**config.mk**
```make
export PLATFORM = sky130hd
export DESIGN_NAME = queued_led_blink_sequencer_unit
export DESIGN_NICKNAME = d
export VERILOG_FILES = /design/src/sv/qlbs_pkg.sv /design/src/sv/qlbs_front.sv /design/src/sv/qlbs_queue.sv /design/src/sv/qlbs_back.sv /design/src/sv/queued_led_blink_sequencer_unit.sv
export SDC_FILE = /design/constraint.sdc
export NUM_CORES = 1
export LEC_CHECK = 0
export BUFFER_PORTS_ARGS = -buffer_cell sky130_fd_sc_hd__buf_2
export CORE_UTILIZATION = 40
export DETAILED_ROUTE_END_ITERATION = 10
export PLACE_DENSITY = 0.68
export SYNTH_ARGS = -nofsm -noshare
export SYNTH_HDL_FRONTEND = slang
export SYNTH_HIERARCHICAL = 1
export SYNTH_SLANG_ARGS = --single-unit
```
**constraint.sdc**
```tcl
create_clock -name aclk -period 9.55 [get_ports aclk]
set_input_delay 0.955 -clock aclk [delete_from_list [all_inputs] [get_ports aclk]]
set_output_delay 0.955 -clock aclk [all_outputs]
set_load 0.01 [all_outputs]
```
**src/sv/qlbs_pkg.sv**
```systemverilog
// Package with the item types and codes shared by the blink sequencer modules.
package qlbs_pkg;

    localparam logic KIND_TICK    = 1'b0;
    localparam logic KIND_REQUEST = 1'b1;

    localparam int MS_W    = 16;
    localparam int COUNT_W = 8;
    localparam int LEVEL_W = 2;
    localparam int LEVEL_MAX = 3;

    typedef struct packed {
        logic [COUNT_W-1:0] blink_count;
        logic [MS_W-1:0]    on_ticks;
        logic [MS_W-1:0]    off_ticks;
    } request_t;

    typedef struct packed {
        logic     kind;
        request_t req;
    } item_t;

    typedef struct packed {
        logic               busy_res;
        logic [LEVEL_W-1:0] queue_level;
        logic               request_dropped;
        logic               led_on;
    } result_t;

endpackage

```
**src/sv/qlbs_front.sv**
```systemverilog
// Front end: takes requests and ticks, converts millisecond times into tick counts.
module qlbs_front #(
    parameter int TICK_MS = 1
) (
    input  logic               aclk,
    input  logic               aresetn,
    input  logic               in_valid,
    output logic               in_ready,
    input  logic               in_kind,
    input  logic [7:0]         in_count,
    input  logic [15:0]        in_on_ms,
    input  logic [15:0]        in_off_ms,
    output logic               out_valid,
    input  logic               out_ready,
    output qlbs_pkg::item_t    out_item
);

    localparam logic [32:0] RECIP = 33'((64'd1 << 32) / TICK_MS + 64'd1);

    logic              stage_valid_reg;
    qlbs_pkg::item_t   stage_item_reg;
    qlbs_pkg::item_t   stage_item_next;
    logic [48:0]       on_prod;
    logic [48:0]       off_prod;
    logic [15:0]       on_q;
    logic [15:0]       off_q;
    logic              take;

    assign in_ready = !stage_valid_reg || out_ready;
    assign take     = in_valid && in_ready;

    // Multiplying by the rounded-up reciprocal gives the exact quotient for 16-bit times.
    assign on_prod  = 49'(in_on_ms) * 49'(RECIP);
    assign off_prod = 49'(in_off_ms) * 49'(RECIP);
    assign on_q     = on_prod[47:32];
    assign off_q    = off_prod[47:32];

    always_comb begin
        stage_item_next.kind            = in_kind;
        stage_item_next.req.blink_count = in_count;
        stage_item_next.req.on_ticks    = (on_q == 16'd0) ? 16'd1 : on_q;
        stage_item_next.req.off_ticks   = (off_q == 16'd0) ? 16'd1 : off_q;
    end

    always_ff @(posedge aclk) begin
        if (!aresetn) begin
            stage_valid_reg <= 1'b0;
        end else if (in_ready) begin
            stage_valid_reg <= in_valid;
        end
    end

    always_ff @(posedge aclk) begin
        if (take) begin
            stage_item_reg <= stage_item_next;
        end
    end

    assign out_valid = stage_valid_reg;
    assign out_item  = stage_item_reg;

endmodule

```
**src/sv/qlbs_queue.sv**
```systemverilog
// Two-entry queue that parts the front end from the sequencer.
module qlbs_queue (
    input  logic               aclk,
    input  logic               aresetn,
    input  logic               in_valid,
    output logic               in_ready,
    input  qlbs_pkg::item_t    in_item,
    output logic               out_valid,
    input  logic               out_ready,
    output qlbs_pkg::item_t    out_item
);

    qlbs_pkg::item_t entry_reg [2];
    logic            wr_ptr_reg;
    logic            rd_ptr_reg;
    logic [1:0]      fill_reg;
    logic [1:0]      fill_next;
    logic            push;
    logic            pop;

    assign in_ready  = (fill_reg != 2'd2);
    assign out_valid = (fill_reg != 2'd0);
    assign out_item  = entry_reg[rd_ptr_reg];
    assign push      = in_valid && in_ready;
    assign pop       = out_valid && out_ready;

    always_comb begin
        fill_next = fill_reg;
        if (push && !pop) begin
            fill_next = fill_reg + 2'd1;
        end else if (pop && !push) begin
            fill_next = fill_reg - 2'd1;
        end
    end

    always_ff @(posedge aclk) begin
        if (!aresetn) begin
            wr_ptr_reg <= 1'b0;
            rd_ptr_reg <= 1'b0;
            fill_reg   <= 2'd0;
        end else begin
            fill_reg <= fill_next;
            if (push) begin
                wr_ptr_reg <= !wr_ptr_reg;
            end
            if (pop) begin
                rd_ptr_reg <= !rd_ptr_reg;
            end
        end
    end

    always_ff @(posedge aclk) begin
        if (push) begin
            entry_reg[wr_ptr_reg] <= in_item;
        end
    end

endmodule

```
**src/sv/qlbs_back.sv**
```systemverilog
// Sequencer: request queue, blink timing and the registered result.
module qlbs_back #(
    parameter int QUEUE_DEPTH = 3
) (
    input  logic               aclk,
    input  logic               aresetn,
    input  logic               in_valid,
    output logic               in_ready,
    input  qlbs_pkg::item_t    in_item,
    output logic               out_valid,
    input  logic               out_ready,
    output qlbs_pkg::result_t  out_result
);

    localparam int CW = $clog2(QUEUE_DEPTH + 1);
    localparam int PW = (QUEUE_DEPTH > 1) ? $clog2(QUEUE_DEPTH) : 1;

    qlbs_pkg::request_t pend_mem [QUEUE_DEPTH];

    logic [PW-1:0]  rd_ptr_reg, rd_ptr_next;
    logic [PW-1:0]  wr_ptr_reg, wr_ptr_next;
    logic [CW-1:0]  cnt_reg, cnt_next;
    logic [7:0]     blinks_reg, blinks_next;
    logic [15:0]    phase_reg, phase_next;
    logic [15:0]    on_ticks_reg, on_ticks_next;
    logic [15:0]    off_ticks_reg, off_ticks_next;
    logic           led_reg, led_next;
    logic           running_reg, running_next;
    logic           res_valid_reg;
    qlbs_pkg::result_t res_reg, res_next;

    logic               fire;
    logic               is_req;
    logic               full;
    logic               wr_en;
    logic [15:0]        phase_dec;
    logic [7:0]         blinks_dec;
    qlbs_pkg::request_t head;

    assign in_ready = !res_valid_reg || out_ready;
    assign fire     = in_valid && in_ready;
    assign is_req   = (in_item.kind == qlbs_pkg::KIND_REQUEST);
    assign full     = (cnt_reg == CW'(QUEUE_DEPTH));
    assign wr_en    = fire && is_req && !full;

    // An empty queue hands the arriving request straight through.
    assign head = (cnt_reg == '0) ? in_item.req : pend_mem[rd_ptr_reg];

    assign phase_dec  = (phase_reg != 16'd0) ? phase_reg - 16'd1 : 16'd0;
    assign blinks_dec = (blinks_reg != 8'd0) ? blinks_reg - 8'd1 : 8'd0;

    always_comb begin
        rd_ptr_next    = rd_ptr_reg;
        wr_ptr_next    = wr_ptr_reg;
        cnt_next       = cnt_reg;
        blinks_next    = blinks_reg;
        phase_next     = phase_reg;
        on_ticks_next  = on_ticks_reg;
        off_ticks_next = off_ticks_reg;
        led_next       = led_reg;
        running_next   = running_reg;

        if (is_req) begin
            if (!full) begin
                wr_ptr_next = (wr_ptr_reg == PW'(QUEUE_DEPTH - 1)) ? '0 : wr_ptr_reg + 1'b1;
                cnt_next    = cnt_reg + 1'b1;
            end
        end else if (running_reg) begin
            phase_next = phase_dec;
            if (phase_dec == 16'd0) begin
                if (led_reg) begin
                    led_next   = 1'b0;
                    phase_next = off_ticks_reg;
                end else begin
                    blinks_next = blinks_dec;
                    if (blinks_dec != 8'd0) begin
                        led_next   = 1'b1;
                        phase_next = on_ticks_reg;
                    end else begin
                        running_next = 1'b0;
                    end
                end
            end
        end

        if (!running_next && cnt_next != '0) begin
            rd_ptr_next    = (rd_ptr_reg == PW'(QUEUE_DEPTH - 1)) ? '0 : rd_ptr_reg + 1'b1;
            cnt_next       = cnt_next - 1'b1;
            on_ticks_next  = head.on_ticks;
            off_ticks_next = head.off_ticks;
            blinks_next    = head.blink_count;
            running_next   = 1'b1;
            if (head.blink_count == 8'd0) begin
                led_next   = 1'b0;
                phase_next = 16'd1;
            end else begin
                led_next   = 1'b1;
                phase_next = head.on_ticks;
            end
        end

        res_next.led_on          = led_next;
        res_next.request_dropped = is_req && full;
        res_next.queue_level     = (32'(cnt_next) > qlbs_pkg::LEVEL_MAX)
                                   ? 2'(qlbs_pkg::LEVEL_MAX) : 2'(cnt_next);
        res_next.busy_res        = running_next;
    end

    always_ff @(posedge aclk) begin
        if (!aresetn) begin
            rd_ptr_reg    <= '0;
            wr_ptr_reg    <= '0;
            cnt_reg       <= '0;
            blinks_reg    <= 8'd0;
            phase_reg     <= 16'd0;
            on_ticks_reg  <= 16'd0;
            off_ticks_reg <= 16'd0;
            led_reg       <= 1'b0;
            running_reg   <= 1'b0;
            res_valid_reg <= 1'b0;
        end else begin
            if (fire) begin
                rd_ptr_reg    <= rd_ptr_next;
                wr_ptr_reg    <= wr_ptr_next;
                cnt_reg       <= cnt_next;
                blinks_reg    <= blinks_next;
                phase_reg     <= phase_next;
                on_ticks_reg  <= on_ticks_next;
                off_ticks_reg <= off_ticks_next;
                led_reg       <= led_next;
                running_reg   <= running_next;
            end
            if (in_ready) begin
                res_valid_reg <= in_valid;
            end
        end
    end

    always_ff @(posedge aclk) begin
        if (wr_en) begin
            pend_mem[wr_ptr_reg] <= in_item.req;
        end
        if (fire) begin
            res_reg <= res_next;
        end
    end

    assign out_valid  = res_valid_reg;
    assign out_result = res_reg;

    a_count_bound: assert property (@(posedge aclk) disable iff (!aresetn)
        cnt_reg <= CW'(QUEUE_DEPTH))
        else $error("request queue count beyond its depth");

    a_idle_led_off: assert property (@(posedge aclk) disable iff (!aresetn)
        !running_reg |-> !led_reg)
        else $error("LED lit while the sequencer is idle");

    a_idle_queue_empty: assert property (@(posedge aclk) disable iff (!aresetn)
        !running_reg |-> cnt_reg == '0)
        else $error("sequencer idle with requests waiting");

    a_idle_request_starts: assert property (@(posedge aclk) disable iff (!aresetn)
        (fire && is_req && !running_reg) |=> running_reg)
        else $error("request arriving while idle did not start");

endmodule

```
**src/sv/queued_led_blink_sequencer_unit.sv**
```systemverilog
// Top level of the queued LED blink sequencer.
//
//  channel | ports                | contents
//  --------+----------------------+-------------------------------------------
//  input   | s_tvalid/s_tready    | tuser: kind; tdata: count, on ms, off ms
//  result  | m_tvalid/m_tready    | tdata: led, dropped, queue level, busy
//
// One item a cycle is sustained while m_tready is high; each item passes the
// input stage, the two-entry queue and the sequencer with its result register.
// The rate is set by the sequencer, which updates its queue and timers once
// per item, request or tick. Reset is synchronous and clears all control state.
// A stalled result side fills the queue and then holds s_tready low.
module queued_led_blink_sequencer_unit #(
    parameter int QUEUE_DEPTH = 3,
    parameter int TICK_MS     = 1
) (
    input  logic        aclk,
    input  logic        aresetn,
    input  logic        s_tvalid,
    output logic        s_tready,
    input  logic [39:0] s_tdata,   // blink_count[7:0], on_ms[23:8], off_ms[39:24]
    input  logic [0:0]  s_tuser,   // kind[0]
    output logic        m_tvalid,
    input  logic        m_tready,
    output logic [7:0]  m_tdata    // led_on[0], request_dropped[1], queue_level[3:2],
                                   // busy_res[4], zero[7:5]
);

    logic               f_valid, f_ready;
    qlbs_pkg::item_t    f_item;
    logic               q_valid, q_ready;
    qlbs_pkg::item_t    q_item;
    qlbs_pkg::result_t  result;

    qlbs_front #(
        .TICK_MS(TICK_MS)
    ) u_front (
        .aclk     (aclk),
        .aresetn  (aresetn),
        .in_valid (s_tvalid),
        .in_ready (s_tready),
        .in_kind  (s_tuser[0]),
        .in_count (s_tdata[7:0]),
        .in_on_ms (s_tdata[23:8]),
        .in_off_ms(s_tdata[39:24]),
        .out_valid(f_valid),
        .out_ready(f_ready),
        .out_item (f_item)
    );

    qlbs_queue u_queue (
        .aclk     (aclk),
        .aresetn  (aresetn),
        .in_valid (f_valid),
        .in_ready (f_ready),
        .in_item  (f_item),
        .out_valid(q_valid),
        .out_ready(q_ready),
        .out_item (q_item)
    );

    qlbs_back #(
        .QUEUE_DEPTH(QUEUE_DEPTH)
    ) u_back (
        .aclk      (aclk),
        .aresetn   (aresetn),
        .in_valid  (q_valid),
        .in_ready  (q_ready),
        .in_item   (q_item),
        .out_valid (m_tvalid),
        .out_ready (m_tready),
        .out_result(result)
    );

    assign m_tdata = {3'd0, result};

endmodule

```
==> metrics <==
run status=finished clean; cell taking the most area after synthesis=sky130_fd_sc_hd__edfxtp_1; width of the chip=roughly 190 um; Max Clock Skew=~0.0077 ns; first-iteration detailed-routing DRC count=489; final weighted congestion in routability-driven placement=0.865; die area=around 34000 um^2; post-layout net count=1117; area delta synth->final=11.6%; instance count of the mapped netlist=1063; synthesis warning total=6; most frequent cells in the layout=248 x sky130_fd_sc_hd__edfxtp_1, 123 x sky130_fd_sc_hd__nor2_1, 70 x sky130_fd_sc_hd__dfxtp_1; Critical Path Start Type=register; Avg Synthesized Cell Area=roughly 13 um^2; total global routing track utilization=0.153; prevailing post-synth register cell=sky130_fd_sc_hd__edfxtp_1; class of the worst hold path=register to register; Total Neg Setup Slack=0 ns; Max transition margin=0.205; Num CTS Buffers=31; root buf cell=sky130_fd_sc_hd__clkbuf_16; sequential element share of the synthesized area=0.663; pin slew with the least headroom to its limit=between 1 and 1.5 ns; required arrival time at the worst endpoint=around 10 ns; setup violation total in the final timing report=0; Leak=between 0.005 and 0.006 uW; top achievable clock speed=217 MHz; share of Yosys cell area claimed by the top area cell type=0.554; area of the mapped netlist=roughly 13000 um^2; cell breakdown of the critical path=mux2_2, nand2_1, nor2_1, nor2_1, inv_1, ha_1, or2_2, nor4_1, nor4b_4, or2_1, o21ai_0, o221a_2; Cell Area, Placed=~14000 um^2; number of H-tree levels=1; buffers added on ports=between 50 and 60; most common cell after layout, fill and taps aside=sky130_fd_sc_hd__edfxtp_1; global-route wire length before repair=about 41 mm; slowest stage cell on the critical path=sky130_fd_sc_hd__dfxtp_2; Design Power=about 5200 uW; top cells by area, synth=sky130_fd_sc_hd__edfxtp_1 55%, sky130_fd_sc_hd__dfxtp_1 11%, sky130_fd_sc_hd__mux2_2 4.2%; startpoint-to-endpoint class of the critical path=register to register; final cycle utilization of the critical path=0.483; FP Rows=66; Async SR Flop Fraction=0; detailed-route wire length per cell=between 15 and 20 um; summed area of non-filler cells in the final layout=between 10000 and 15000 um^2; Pwr per Cell Area=around 350 nW/um^2; clock slew at reported path FFs=~0.060 ns; effective utilization at floorplan=0.410; estimated wirelength of the detail-placed design=~16 mm; total detailed-routing wirelength=between 20 and 30 mm; number of failing hold endpoints at the final stage=0; overflow left after global routing=0; Residual DRC=0; clock latency at the later pin of the worst-skew pair=~0.57 ns; Setup crit end kind=register; Peak VDD IR=around 0.00017 V; maximum clock path buffer count=3; via density per instance=roughly 5.3; vias post-DR=just over 8000; layout cell share with drive strength beyond 1=0.177; distinct cell type count of the synthesized netlist=69; maximum fanout along the worst path=41; overall die height=between 150 and 200 um; unrepaired setup endpoints after global routing=false; number of buffers inserted for hold repair after clock tree synthesis=0; Worst Path Arrival=~5.1 ns; via count of the first global-routing pass=7825; number of optimization iterations in the first detailed-route pass=5; number of nets still failing antenna checks after routing=0; Seq cells post-synth=~320; Resized Gates After CTS=0; Post-CTS Repair Setup Buffers=0; initial antenna violation count=0; Slowest Stage Delay on Critical Path=~1.1 ns; count of maximum capacitance violations=0; Min Clock Period, post-route=between 4 and 5 ns; pin count of the biggest net entering global routing=73; clock sink count=321; I/O pin total=55; CTS tree=yes; floorplan core area=32800 um^2; most repeated library cell on the critical path=sky130_fd_sc_hd__nor2_1; number of enable flip-flop cells after synthesis=approximately 250; count of final max-slew check failures=0; flip-flop count of the largest register, all copies and words added=120; Antenna Cells=0
-- critical path, delay by kind of cell, from the launching register on --
kind / cells / cell delay [ns]
multiplexers: 1 / 0.50
adder cells (fa/ha/maj): 1 / 0.25
flip-flops: 1 / 1.05
buffers and inverters: 1 / 0.07
AO/OA/AOI/OAI: 2 / 0.50
AND/OR/NAND/NOR: 7 / 2.13
-- synthesized netlist by cell type, drive strengths merged (8+ instances only) --
| cell type | instances |
|---|---|
| a211oi | 25 |
| a21oi | 64 |
| a31oi | 20 |
| and3 | 9 |
| buf | 29 |
| clkbuf | 65 |
| dfxtp | 73 |
| edfxtp | 248 |
| inv | 16 |
| mux2 | 53 |
| mux2i | 49 |
| nand2 | 39 |
| nand2b | 8 |
| nand3 | 21 |
| nor2 | 124 |
| nor3 | 35 |
| nor4 | 12 |
| o21ai | 53 |
| or2 | 8 |
| or3 | 10 |
-- power breakdown --
group          internal (uW)  switching (uW)  total [uW]
Sequential              1830             213        2040
Combinational            749            1240        1990
Clock                    681             509        1190
-- final cells by class --
cell class | count | area, um^2
inverters | 16 | 60.1
flip-flops and latches | 321 | 8910
well taps | 442 | 553
clock buffers | 41 | 886
multi-input cells | 634 | 4100
repair buffers | 64 | 353
clock inverters | 17 | 129
fillers | 2945 | 17800
-- per-layer routing --
metal  part of all wire  track usage  up-vias  wire (um)
li1                   -            -     3954          -
met1               0.46        0.206     3934      11900
met2               0.48        0.257      146      12500
met3              0.036       0.0214       29        937
met4              0.020       0.0426        0        511
met5                  0            0        -          0
-- per-stage QoR --
| step | hold slack, ns | utilization | cells | worst slack, ns |
|---|---|---|---|---|
| floorplan | 0.421 | - | 1065 | 4.12 |
| global route | 0.449 | 0.457 | 1535 | 4.47 |
| detailed placement | 0.429 | 0.426 | 1477 | 4.90 |
| CTS | 0.443 | 0.457 | 1535 | 4.88 |
| finish | 0.442 | 0.457 | 1535 | 4.94 |
| global placement | 0.422 | 0.426 | 1477 | 5.02 |
-- worst paths after layout --
path | cells after the start | slack [ns] | from | end
worst max-delay path | 12 | 4.94 | register | u_back/phase_reg[13]$_SDFFE_PN0P_
worst min-delay path | 0 | 0.44 | u_front/out_item[28]$_SDFFCE_PN0P_ | u_queue/entry_reg[1][28]$_DFFE_PP_
worst max register to register | 12 | 4.94 | register | u_back/phase_reg[13]$_SDFFE_PN0P_
worst min register to register | 0 | 0.44 | u_front/out_item[28]$_SDFFCE_PN0P_ | u_queue/entry_reg[1][28]$_DFFE_PP_
-- cells by family (layout without fill, tap and decap cells) --
| group | after synthesis | after routing | share of synthesized area |
|---|---|---|---|
| compound gates | 210 | 210 | 0.0985 |
| other cells | 1 | 3 | 0.000279 |
| fa+ha+maj | 4 | 4 | 0.00373 |
| xor+xnor | 12 | 12 | 0.00782 |
| flops | 321 | 321 | 0.663 |
| simple gates | 303 | 303 | 0.111 |
| mux | 102 | 102 | 0.0809 |
| buf+inv | 110 | 138 | 0.0345 |
(Power assumes the default switching activity.)
